$ cat config.mk
export PLATFORM = sky130hd
export DESIGN_NAME = rv32i_instruction_encoder
export DESIGN_NICKNAME = d
export VERILOG_FILES = /design/src/rtl/core/rv32ienc_pkg.sv /design/src/rtl/core/rv32ienc_encode.sv /design/src/rtl/core/rv32i_instruction_encoder.sv
export SDC_FILE = /design/constraint.sdc
export NUM_CORES = 1
export LEC_CHECK = 0
export ABC_CLOCK_PERIOD_IN_PS = 6520
export BUFFER_PORTS_ARGS = -buffer_cell sky130_fd_sc_hd__buf_2
export CAP_MARGIN = 10
export CELL_PAD_IN_SITES_DETAIL_PLACEMENT = 0
export CELL_PAD_IN_SITES_GLOBAL_PLACEMENT = 1
export CORE_MARGIN = 2
export CORE_UTILIZATION = 46
export CTS_CLUSTER_SIZE = 20
export DETAILED_ROUTE_END_ITERATION = 6
export HOLD_SLACK_MARGIN = 0.1
export PLACE_DENSITY_LB_ADDON = 0.1
export SYNTH_ARGS = -nofsm -noshare
export SYNTH_HDL_FRONTEND = slang
export SYNTH_SLANG_ARGS = --single-unit
$ cat constraint.sdc
create_clock -name aclk -period 6.52 [get_ports aclk]
set_input_delay 0 -clock aclk [delete_from_list [all_inputs] [get_ports aclk]]
set_output_delay 0 -clock aclk [all_outputs]
set_load 0.02 [all_outputs]
$ cat src/rtl/core/rv32ienc_pkg.sv
// RV32I encoder package: request/result types, format codes and the opcode table.
// Used by rv32ienc_encode and rv32i_instruction_encoder; no dependencies.
`timescale 1ns / 1ps
`default_nettype none

package rv32ienc_pkg;

    localparam int unsigned CmdWidth  = 6;
    localparam int unsigned RegWidth  = 5;
    localparam int unsigned ImmWidth  = 32;
    localparam int unsigned MaskWidth = 4;
    localparam int unsigned WordWidth = 32;
    localparam int unsigned ErrWidth  = 2;

    typedef enum logic [2:0] {
        FMT_NONE  = 3'd0,
        FMT_U     = 3'd1,
        FMT_J     = 3'd2,
        FMT_I     = 3'd3,
        FMT_B     = 3'd4,
        FMT_S     = 3'd5,
        FMT_R     = 3'd6,
        FMT_FENCE = 3'd7
    } fmt_t;

    typedef enum logic [ErrWidth-1:0] {
        ERR_OK    = 2'd0,
        ERR_RANGE = 2'd1,
        ERR_ALIGN = 2'd2
    } err_t;

    typedef enum logic [CmdWidth-1:0] {
        CMD_LUI    = 6'd0,  CMD_AUIPC  = 6'd1,  CMD_JAL    = 6'd2,  CMD_JALR   = 6'd3,
        CMD_BEQ    = 6'd4,  CMD_BNE    = 6'd5,  CMD_BLT    = 6'd6,  CMD_BGE    = 6'd7,
        CMD_BLTU   = 6'd8,  CMD_BGEU   = 6'd9,  CMD_LB     = 6'd10, CMD_LH     = 6'd11,
        CMD_LW     = 6'd12, CMD_LBU    = 6'd13, CMD_LHU    = 6'd14, CMD_SB     = 6'd15,
        CMD_SH     = 6'd16, CMD_SW     = 6'd17, CMD_ADDI   = 6'd18, CMD_SLTI   = 6'd19,
        CMD_SLTIU  = 6'd20, CMD_XORI   = 6'd21, CMD_ORI    = 6'd22, CMD_ANDI   = 6'd23,
        CMD_SLLI   = 6'd24, CMD_SRLI   = 6'd25, CMD_SRAI   = 6'd26, CMD_ADD    = 6'd27,
        CMD_SUB    = 6'd28, CMD_SLL    = 6'd29, CMD_SLT    = 6'd30, CMD_SLTU   = 6'd31,
        CMD_XOR    = 6'd32, CMD_SRL    = 6'd33, CMD_SRA    = 6'd34, CMD_OR     = 6'd35,
        CMD_AND    = 6'd36, CMD_FENCE  = 6'd37, CMD_ECALL  = 6'd38, CMD_EBREAK = 6'd39
    } cmd_t;

    typedef struct packed {
        logic [MaskWidth-1:0] fence_succ;
        logic [MaskWidth-1:0] fence_pred;
        logic [ImmWidth-1:0]  immediate;
        logic [RegWidth-1:0]  src2_reg;
        logic [RegWidth-1:0]  src1_reg;
        logic [RegWidth-1:0]  dest_reg;
        logic [CmdWidth-1:0]  command;
    } request_t;

    typedef struct packed {
        logic [ErrWidth-1:0]  error_code;
        logic [WordWidth-1:0] machine_word;
    } result_t;

    typedef struct packed {
        logic [WordWidth-1:0] base;
        fmt_t                 fmt;
    } op_entry_t;

    function automatic op_entry_t op_lookup(input logic [CmdWidth-1:0] cmd);
        op_entry_t e;
        e = '{base: 32'h0000_0000, fmt: FMT_NONE};
        case (cmd)
            CMD_LUI:    e = '{32'h0000_0037, FMT_U};
            CMD_AUIPC:  e = '{32'h0000_0017, FMT_U};
            CMD_JAL:    e = '{32'h0000_006F, FMT_J};
            CMD_JALR:   e = '{32'h0000_0067, FMT_I};
            CMD_BEQ:    e = '{32'h0000_0063, FMT_B};
            CMD_BNE:    e = '{32'h0000_1063, FMT_B};
            CMD_BLT:    e = '{32'h0000_4063, FMT_B};
            CMD_BGE:    e = '{32'h0000_5063, FMT_B};
            CMD_BLTU:   e = '{32'h0000_6063, FMT_B};
            CMD_BGEU:   e = '{32'h0000_7063, FMT_B};
            CMD_LB:     e = '{32'h0000_0003, FMT_I};
            CMD_LH:     e = '{32'h0000_1003, FMT_I};
            CMD_LW:     e = '{32'h0000_2003, FMT_I};
            CMD_LBU:    e = '{32'h0000_4003, FMT_I};
            CMD_LHU:    e = '{32'h0000_5003, FMT_I};
            CMD_SB:     e = '{32'h0000_0023, FMT_S};
            CMD_SH:     e = '{32'h0000_1023, FMT_S};
            CMD_SW:     e = '{32'h0000_2023, FMT_S};
            CMD_ADDI:   e = '{32'h0000_0013, FMT_I};
            CMD_SLTI:   e = '{32'h0000_2013, FMT_I};
            CMD_SLTIU:  e = '{32'h0000_3013, FMT_I};
            CMD_XORI:   e = '{32'h0000_4013, FMT_I};
            CMD_ORI:    e = '{32'h0000_6013, FMT_I};
            CMD_ANDI:   e = '{32'h0000_7013, FMT_I};
            CMD_SLLI:   e = '{32'h0000_1013, FMT_R};
            CMD_SRLI:   e = '{32'h0000_5013, FMT_R};
            CMD_SRAI:   e = '{32'h4000_5013, FMT_R};
            CMD_ADD:    e = '{32'h0000_0033, FMT_R};
            CMD_SUB:    e = '{32'h4000_0033, FMT_R};
            CMD_SLL:    e = '{32'h0000_1033, FMT_R};
            CMD_SLT:    e = '{32'h0000_2033, FMT_R};
            CMD_SLTU:   e = '{32'h0000_3033, FMT_R};
            CMD_XOR:    e = '{32'h0000_4033, FMT_R};
            CMD_SRL:    e = '{32'h0000_5033, FMT_R};
            CMD_SRA:    e = '{32'h4000_5033, FMT_R};
            CMD_OR:     e = '{32'h0000_6033, FMT_R};
            CMD_AND:    e = '{32'h0000_7033, FMT_R};
            CMD_FENCE:  e = '{32'h0000_000F, FMT_FENCE};
            CMD_ECALL:  e = '{32'h0000_0073, FMT_NONE};
            CMD_EBREAK: e = '{32'h0010_0073, FMT_NONE};
            default:    e = '{32'h0000_0000, FMT_NONE};
        endcase
        return e;
    endfunction

endpackage

`default_nettype wire

$ cat src/rtl/core/rv32ienc_encode.sv
// RV32I encoder datapath: format select, immediate range check and bit scatter.
// Purely combinational; depends on rv32ienc_pkg.
`timescale 1ns / 1ps
`default_nettype none

module rv32ienc_encode (
    input  rv32ienc_pkg::request_t req,
    output rv32ienc_pkg::result_t  res
);
    import rv32ienc_pkg::*;

    op_entry_t            op;
    logic [ImmWidth-1:0]  imm;
    logic                 fits12;
    logic                 fits13;
    logic                 fits21;
    logic                 fits_u;
    logic [WordWidth-1:0] word;
    err_t                 err;

    assign op  = op_lookup(req.command);
    assign imm = req.immediate;

    // signed fit: all bits above the field equal the sign bit
    assign fits12 = (imm[31:11] == {21{imm[31]}});
    assign fits13 = (imm[31:12] == {20{imm[31]}});
    assign fits21 = (imm[31:20] == {12{imm[31]}});
    // lui/auipc: 20 bits read as signed or unsigned
    assign fits_u = (imm[31:20] == 12'h000) || (imm[31:19] == 13'h1FFF);

    always_comb begin
        word = op.base;
        err  = ERR_OK;
        unique case (op.fmt)
            FMT_U: begin
                if (!fits_u) begin
                    err = ERR_RANGE;
                end else begin
                    word = op.base | {imm[19:0], req.dest_reg, 7'b0};
                end
            end
            FMT_J: begin
                if (!fits21) begin
                    err = ERR_RANGE;
                end else if (imm[0]) begin
                    err = ERR_ALIGN;
                end else begin
                    word = op.base | {imm[20], imm[10:1], imm[11], imm[19:12],
                                      req.dest_reg, 7'b0};
                end
            end
            FMT_I: begin
                if (!fits12) begin
                    err = ERR_RANGE;
                end else begin
                    word = op.base | {imm[11:0], req.src1_reg, 3'b0, req.dest_reg, 7'b0};
                end
            end
            FMT_B: begin
                if (!fits13) begin
                    err = ERR_RANGE;
                end else if (imm[0]) begin
                    err = ERR_ALIGN;
                end else begin
                    word = op.base | {imm[12], imm[10:5], req.src2_reg, req.src1_reg, 3'b0,
                                      imm[4:1], imm[11], 7'b0};
                end
            end
            FMT_S: begin
                if (!fits12) begin
                    err = ERR_RANGE;
                end else begin
                    word = op.base | {imm[11:5], req.src2_reg, req.src1_reg, 3'b0,
                                      imm[4:0], 7'b0};
                end
            end
            FMT_R: begin
                word = op.base | {7'b0, req.src2_reg, req.src1_reg, 3'b0,
                                  req.dest_reg, 7'b0};
            end
            FMT_FENCE: begin
                word = op.base | {4'b0, req.fence_pred, req.fence_succ, 20'b0};
            end
            default: begin
                word = op.base;
            end
        endcase
        if (err != ERR_OK) begin
            word = '0;
        end
    end

    assign res.machine_word = word;
    assign res.error_code   = err;

endmodule

`default_nettype wire

$ cat src/rtl/core/rv32i_instruction_encoder.sv
// RV32I instruction encoder top level: request register, encoder, result register.
// Depends on rv32ienc_pkg and rv32ienc_encode.
//
// Usage:
//   Slave channel s_axis_* carries one parsed instruction per request; the
//   master channel m_axis_* returns its 32-bit machine word and error code.
//   Both use a tvalid/tready handshake; a request moves when both are high.
//   Path: an accepted request is held in the request register, then in the
//   result register, which drives m_axis_tvalid.
//   Throughput: one request per cycle while m_axis_tready is high, set by the
//   single encoder pass between the two registers.
//   Stall: while m_axis_tready is low the result register holds its word and
//   the request register holds one more request, so at most two requests sit
//   inside; s_axis_tready drops only when both are full.
//   Reset: aresetn low for one clock empties both registers; no other state.
`timescale 1ns / 1ps
`default_nettype none

module rv32i_instruction_encoder (
    input  wire logic        aclk,
    input  wire logic        aresetn,
    input  wire logic        s_axis_tvalid,
    output logic             s_axis_tready,
    // [5:0] command, [10:6] dest_reg, [15:11] src1_reg, [20:16] src2_reg,
    // [52:21] immediate, [56:53] fence_pred, [60:57] fence_succ, [63:61] zero
    input  wire logic [63:0] s_axis_tdata,
    output logic             m_axis_tvalid,
    input  wire logic        m_axis_tready,
    // [31:0] machine_word, [33:32] error_code, [39:34] zero
    output logic [39:0]      m_axis_tdata
);
    import rv32ienc_pkg::*;

    logic     req_valid_reg;
    request_t req_reg;
    logic     res_valid_reg;
    result_t  res_reg;
    result_t  res_next;
    logic     res_load;
    logic     req_load;

    assign res_load      = req_valid_reg && (!res_valid_reg || m_axis_tready);
    assign s_axis_tready = !req_valid_reg || res_load;
    assign req_load      = s_axis_tvalid && s_axis_tready;

    always_ff @(posedge aclk) begin
        if (!aresetn) begin
            req_valid_reg <= 1'b0;
        end else if (s_axis_tready) begin
            req_valid_reg <= s_axis_tvalid;
        end
    end

    always_ff @(posedge aclk) begin
        if (req_load) begin
            req_reg <= request_t'(s_axis_tdata[$bits(request_t)-1:0]);
        end
    end

    rv32ienc_encode u_encode (
        .req (req_reg),
        .res (res_next)
    );

    always_ff @(posedge aclk) begin
        if (!aresetn) begin
            res_valid_reg <= 1'b0;
        end else if (res_load) begin
            res_valid_reg <= 1'b1;
        end else if (m_axis_tready) begin
            res_valid_reg <= 1'b0;
        end
    end

    always_ff @(posedge aclk) begin
        if (res_load) begin
            res_reg <= res_next;
        end
    end

    assign m_axis_tvalid = res_valid_reg;
    assign m_axis_tdata  = {6'b0, res_reg};

endmodule

`default_nettype wire

==> flow_summary.toml <==
[power_and_ir_drop]
switching_share = 0.254
comb_power_share = 0.152
p_per_area_nw_per_um2 = 240
cellLeakagePower_uw = 0.00248
switchingPower_uw = 385
power_frac_clock = 0.290
ir_drop_mv = 0.144
seqPwrFrac = 0.558
internal-power_uw = 1130

[synth]
yosys_warnings = 0
netlist_instances = 380
syn_area_per_cell_um2 = 12.8
yosysTopAreaCellShare = 0.580
synth_cell_types = 59
synth_seq_cells = 110
synth-edff-count = 94
ys_seq_area_frac = 0.646
synthTopCellsByArea = "edfxtp_1, dfxtp_1, nand2_1, a22o_1, o21ai_0"
syn_area_um2 = 4870
synth_top_area_cell = "edfxtp_1"
synth-main-ff-cell = "edfxtp_1"
async_flop_share = 0

[placed_design]
portBuffers = 100
place_congestion = 0.839
post-place-ws_ns = 3.38
hpwl_um = 7700

[timing]
setup_ws_ns = 3.33
hold_violations = 0
setup-tns-final_ns = 0
hold_ws_ns = 0.253
maxSlewHeadroom = 0.283
fin_skew_ns = 0.0135
maxSlewViolCount = 0
max_slew.worst_pin.slew_ns = 1.07
finalCritPeriodShare = 0.489
setup_viol = 0
min_period_ns = 3.19
rsz0062_at_grt = "no"
fmax_mhz = 314

[floorplanning]
die_y_um = 107
dieWidth_um = 107
io_pins = 110
initial_core_util = 0.473
dieArea_um2 = 11400
core-area_um2 = 10300
fp-row-count = 37

[finish]
utilization = 0.616
synthToLayoutAreaGrowth_pct = 30.1
layout_common_cells = "buf_2, edfxtp_1, dlygate4sd3_1"
final_nets = 613
nFillCells = 870
largest_reg_flops = 61
antenna_cells = 0
drive_above_1_share = 0.246
final_common_cell = "buf_2"

[setup_path]
worst_ep_arrival_time_ns = 3.45
critPathCaptureType = "flip-flop"
crit_start = "req_reg[41]$_DFFE_PN_"
crit_type = "reg -> reg"
path_max_fanout = 8
crit_required_ns = 6.79
start_kind = "flip-flop"
reg2reg_from = "req_reg[41]$_DFFE_PN_"

[clock_network]
path_clk_slew_ns = 0.10
cts_root_buffer = "clkbuf_8"
insertion_delay_ns = 0.39
clock-sinks = 110
clockBufferDepth = 2
cts_made_buffers = 9
cts_tree = "built"
h-tree-depth = 3

[global_routing]
grt_usage = 0.210
antenna_found_initial = 0
globalRouteOverflowTotal = 0
grt_max_degree = 56
grt_pass1_wl_um = 18000
grt_pass1_vias = 3493

[drt]
wl_per_cell_um = 17.3
routed_wl_um = 11800
num_vias = 3623
drc = 0
drt_first_pass_iters = 5
vias_per_cell = 5.33
drt_iter0_drc = 160
final_antenna_net_count = 0

[min_path]
hold_path_class = "in -> reg"
min_from = "m_axis_tready"

[outcome]
status = "complete, no violations"

[run]
timing.max_cap.violations = 0
-- final timing paths --
| path | to | slack [ns] | cells after the start |
|---|---|---|---|
| max | m_axis_tdata[7]$_SDFFCE_PP0P_ | 3.33 | 6 |
| min | req_valid_reg$_SDFFE_PN0N_ | 0.25 | 4 |
| max reg2reg | m_axis_tdata[7]$_SDFFCE_PP0P_ | 3.33 | 6 |
| min reg2reg | m_axis_tdata[4]$_SDFFCE_PP0P_ | 0.51 | 1 |
-- repair_timing --
action                    CTS  global route
hold buffers               64             0
resized for setup           0             0
hold endpoints to repair   63             0
setup buffers               0             0
-- Yosys cell counts (5+ instances only) --
cell type and instances:
dfxtp_1 16, buf_4 7, a22o_1 12, clkbuf_1 15, nor4_1 8, a221oi_1 5, mux2i_1 5, nand3_1 11
ha_1 6, o211ai_1 6, a21o_1 7, o21ai_0 18, nand2b_1 5, a21oi_1 12, inv_1 10, nand2_1 28
nor2b_1 5, nor2_1 22, a22oi_1 8, nand4_1 5, and2_1 8, edfxtp_1 94
-- cells by family after synthesis --
| kind of cell | synth area share |
|---|---|
| and+or+nand+nor | 0.129 |
| other | 0.000771 |
| AOI/OAI and AO/OA | 0.159 |
| adders and majority gates | 0.0175 |
| xor gates and xnor gates | 0.00360 |
| buffers and inverters | 0.0321 |
| DFF | 0.646 |
| muxes | 0.0126 |
-- power groups by stage --
stage / Clock, uW / Sequential [uW] / Combinational, uW
after floorplan: 0 / 867 / 127
after global placement: 0 / 861 / 198
after detailed placement: 0 / 862 / 200
after CTS: 453 / 846 / 231
after global routing: 476 / 852 / 251
final: 440 / 846 / 231
-- layer usage --
metal / global-route usage / routed length [um] / share of wire / vias to the layer above
li1: - / - / - / 1790
met1: 0.255 / 5130 / 0.44 / 1725
met2: 0.366 / 5950 / 0.51 / 94
met3: 0.0474 / 509 / 0.043 / 14
met4: 0.0751 / 187 / 0.016 / 0
met5: 0 / 0 / 0 / -
-- per-stage QoR --
step,area [um2],std cells,total power [uW]
2_1_floorplan,4880,385,994
3_3_place_gp,5480,600,1060
3_5_place_dp,5480,600,1060
4_1_cts,6330,680,1530
5_1_grt,6330,680,1580
6_report,6330,680,1520
-- layout make-up --
type / instances / area, um2 / share of cell area
Clock buffer: 9 / 124 / 0.0196
Tap cell: 136 / 170 / 0.0269
Multi-Input combinational cell: 241 / 1600 / 0.253
Timing Repair Buffer: 167 / 1160 / 0.184
Sequential cell: 110 / 3140 / 0.496
Inverter: 10 / 37.5 / 0.00593
Clock inverter: 7 / 88.8 / 0.0140
-- worst max-delay path: stages, from the launching register on --
cell	delay, ns
edfxtp_1	0.45
or4_1	0.58
or4_4	0.49
a2111oi_4	0.59
a31o_2	0.39
or3_1	0.37
a22o_1	0.20
No activity file was read; power rests on OpenSTA's default activity.
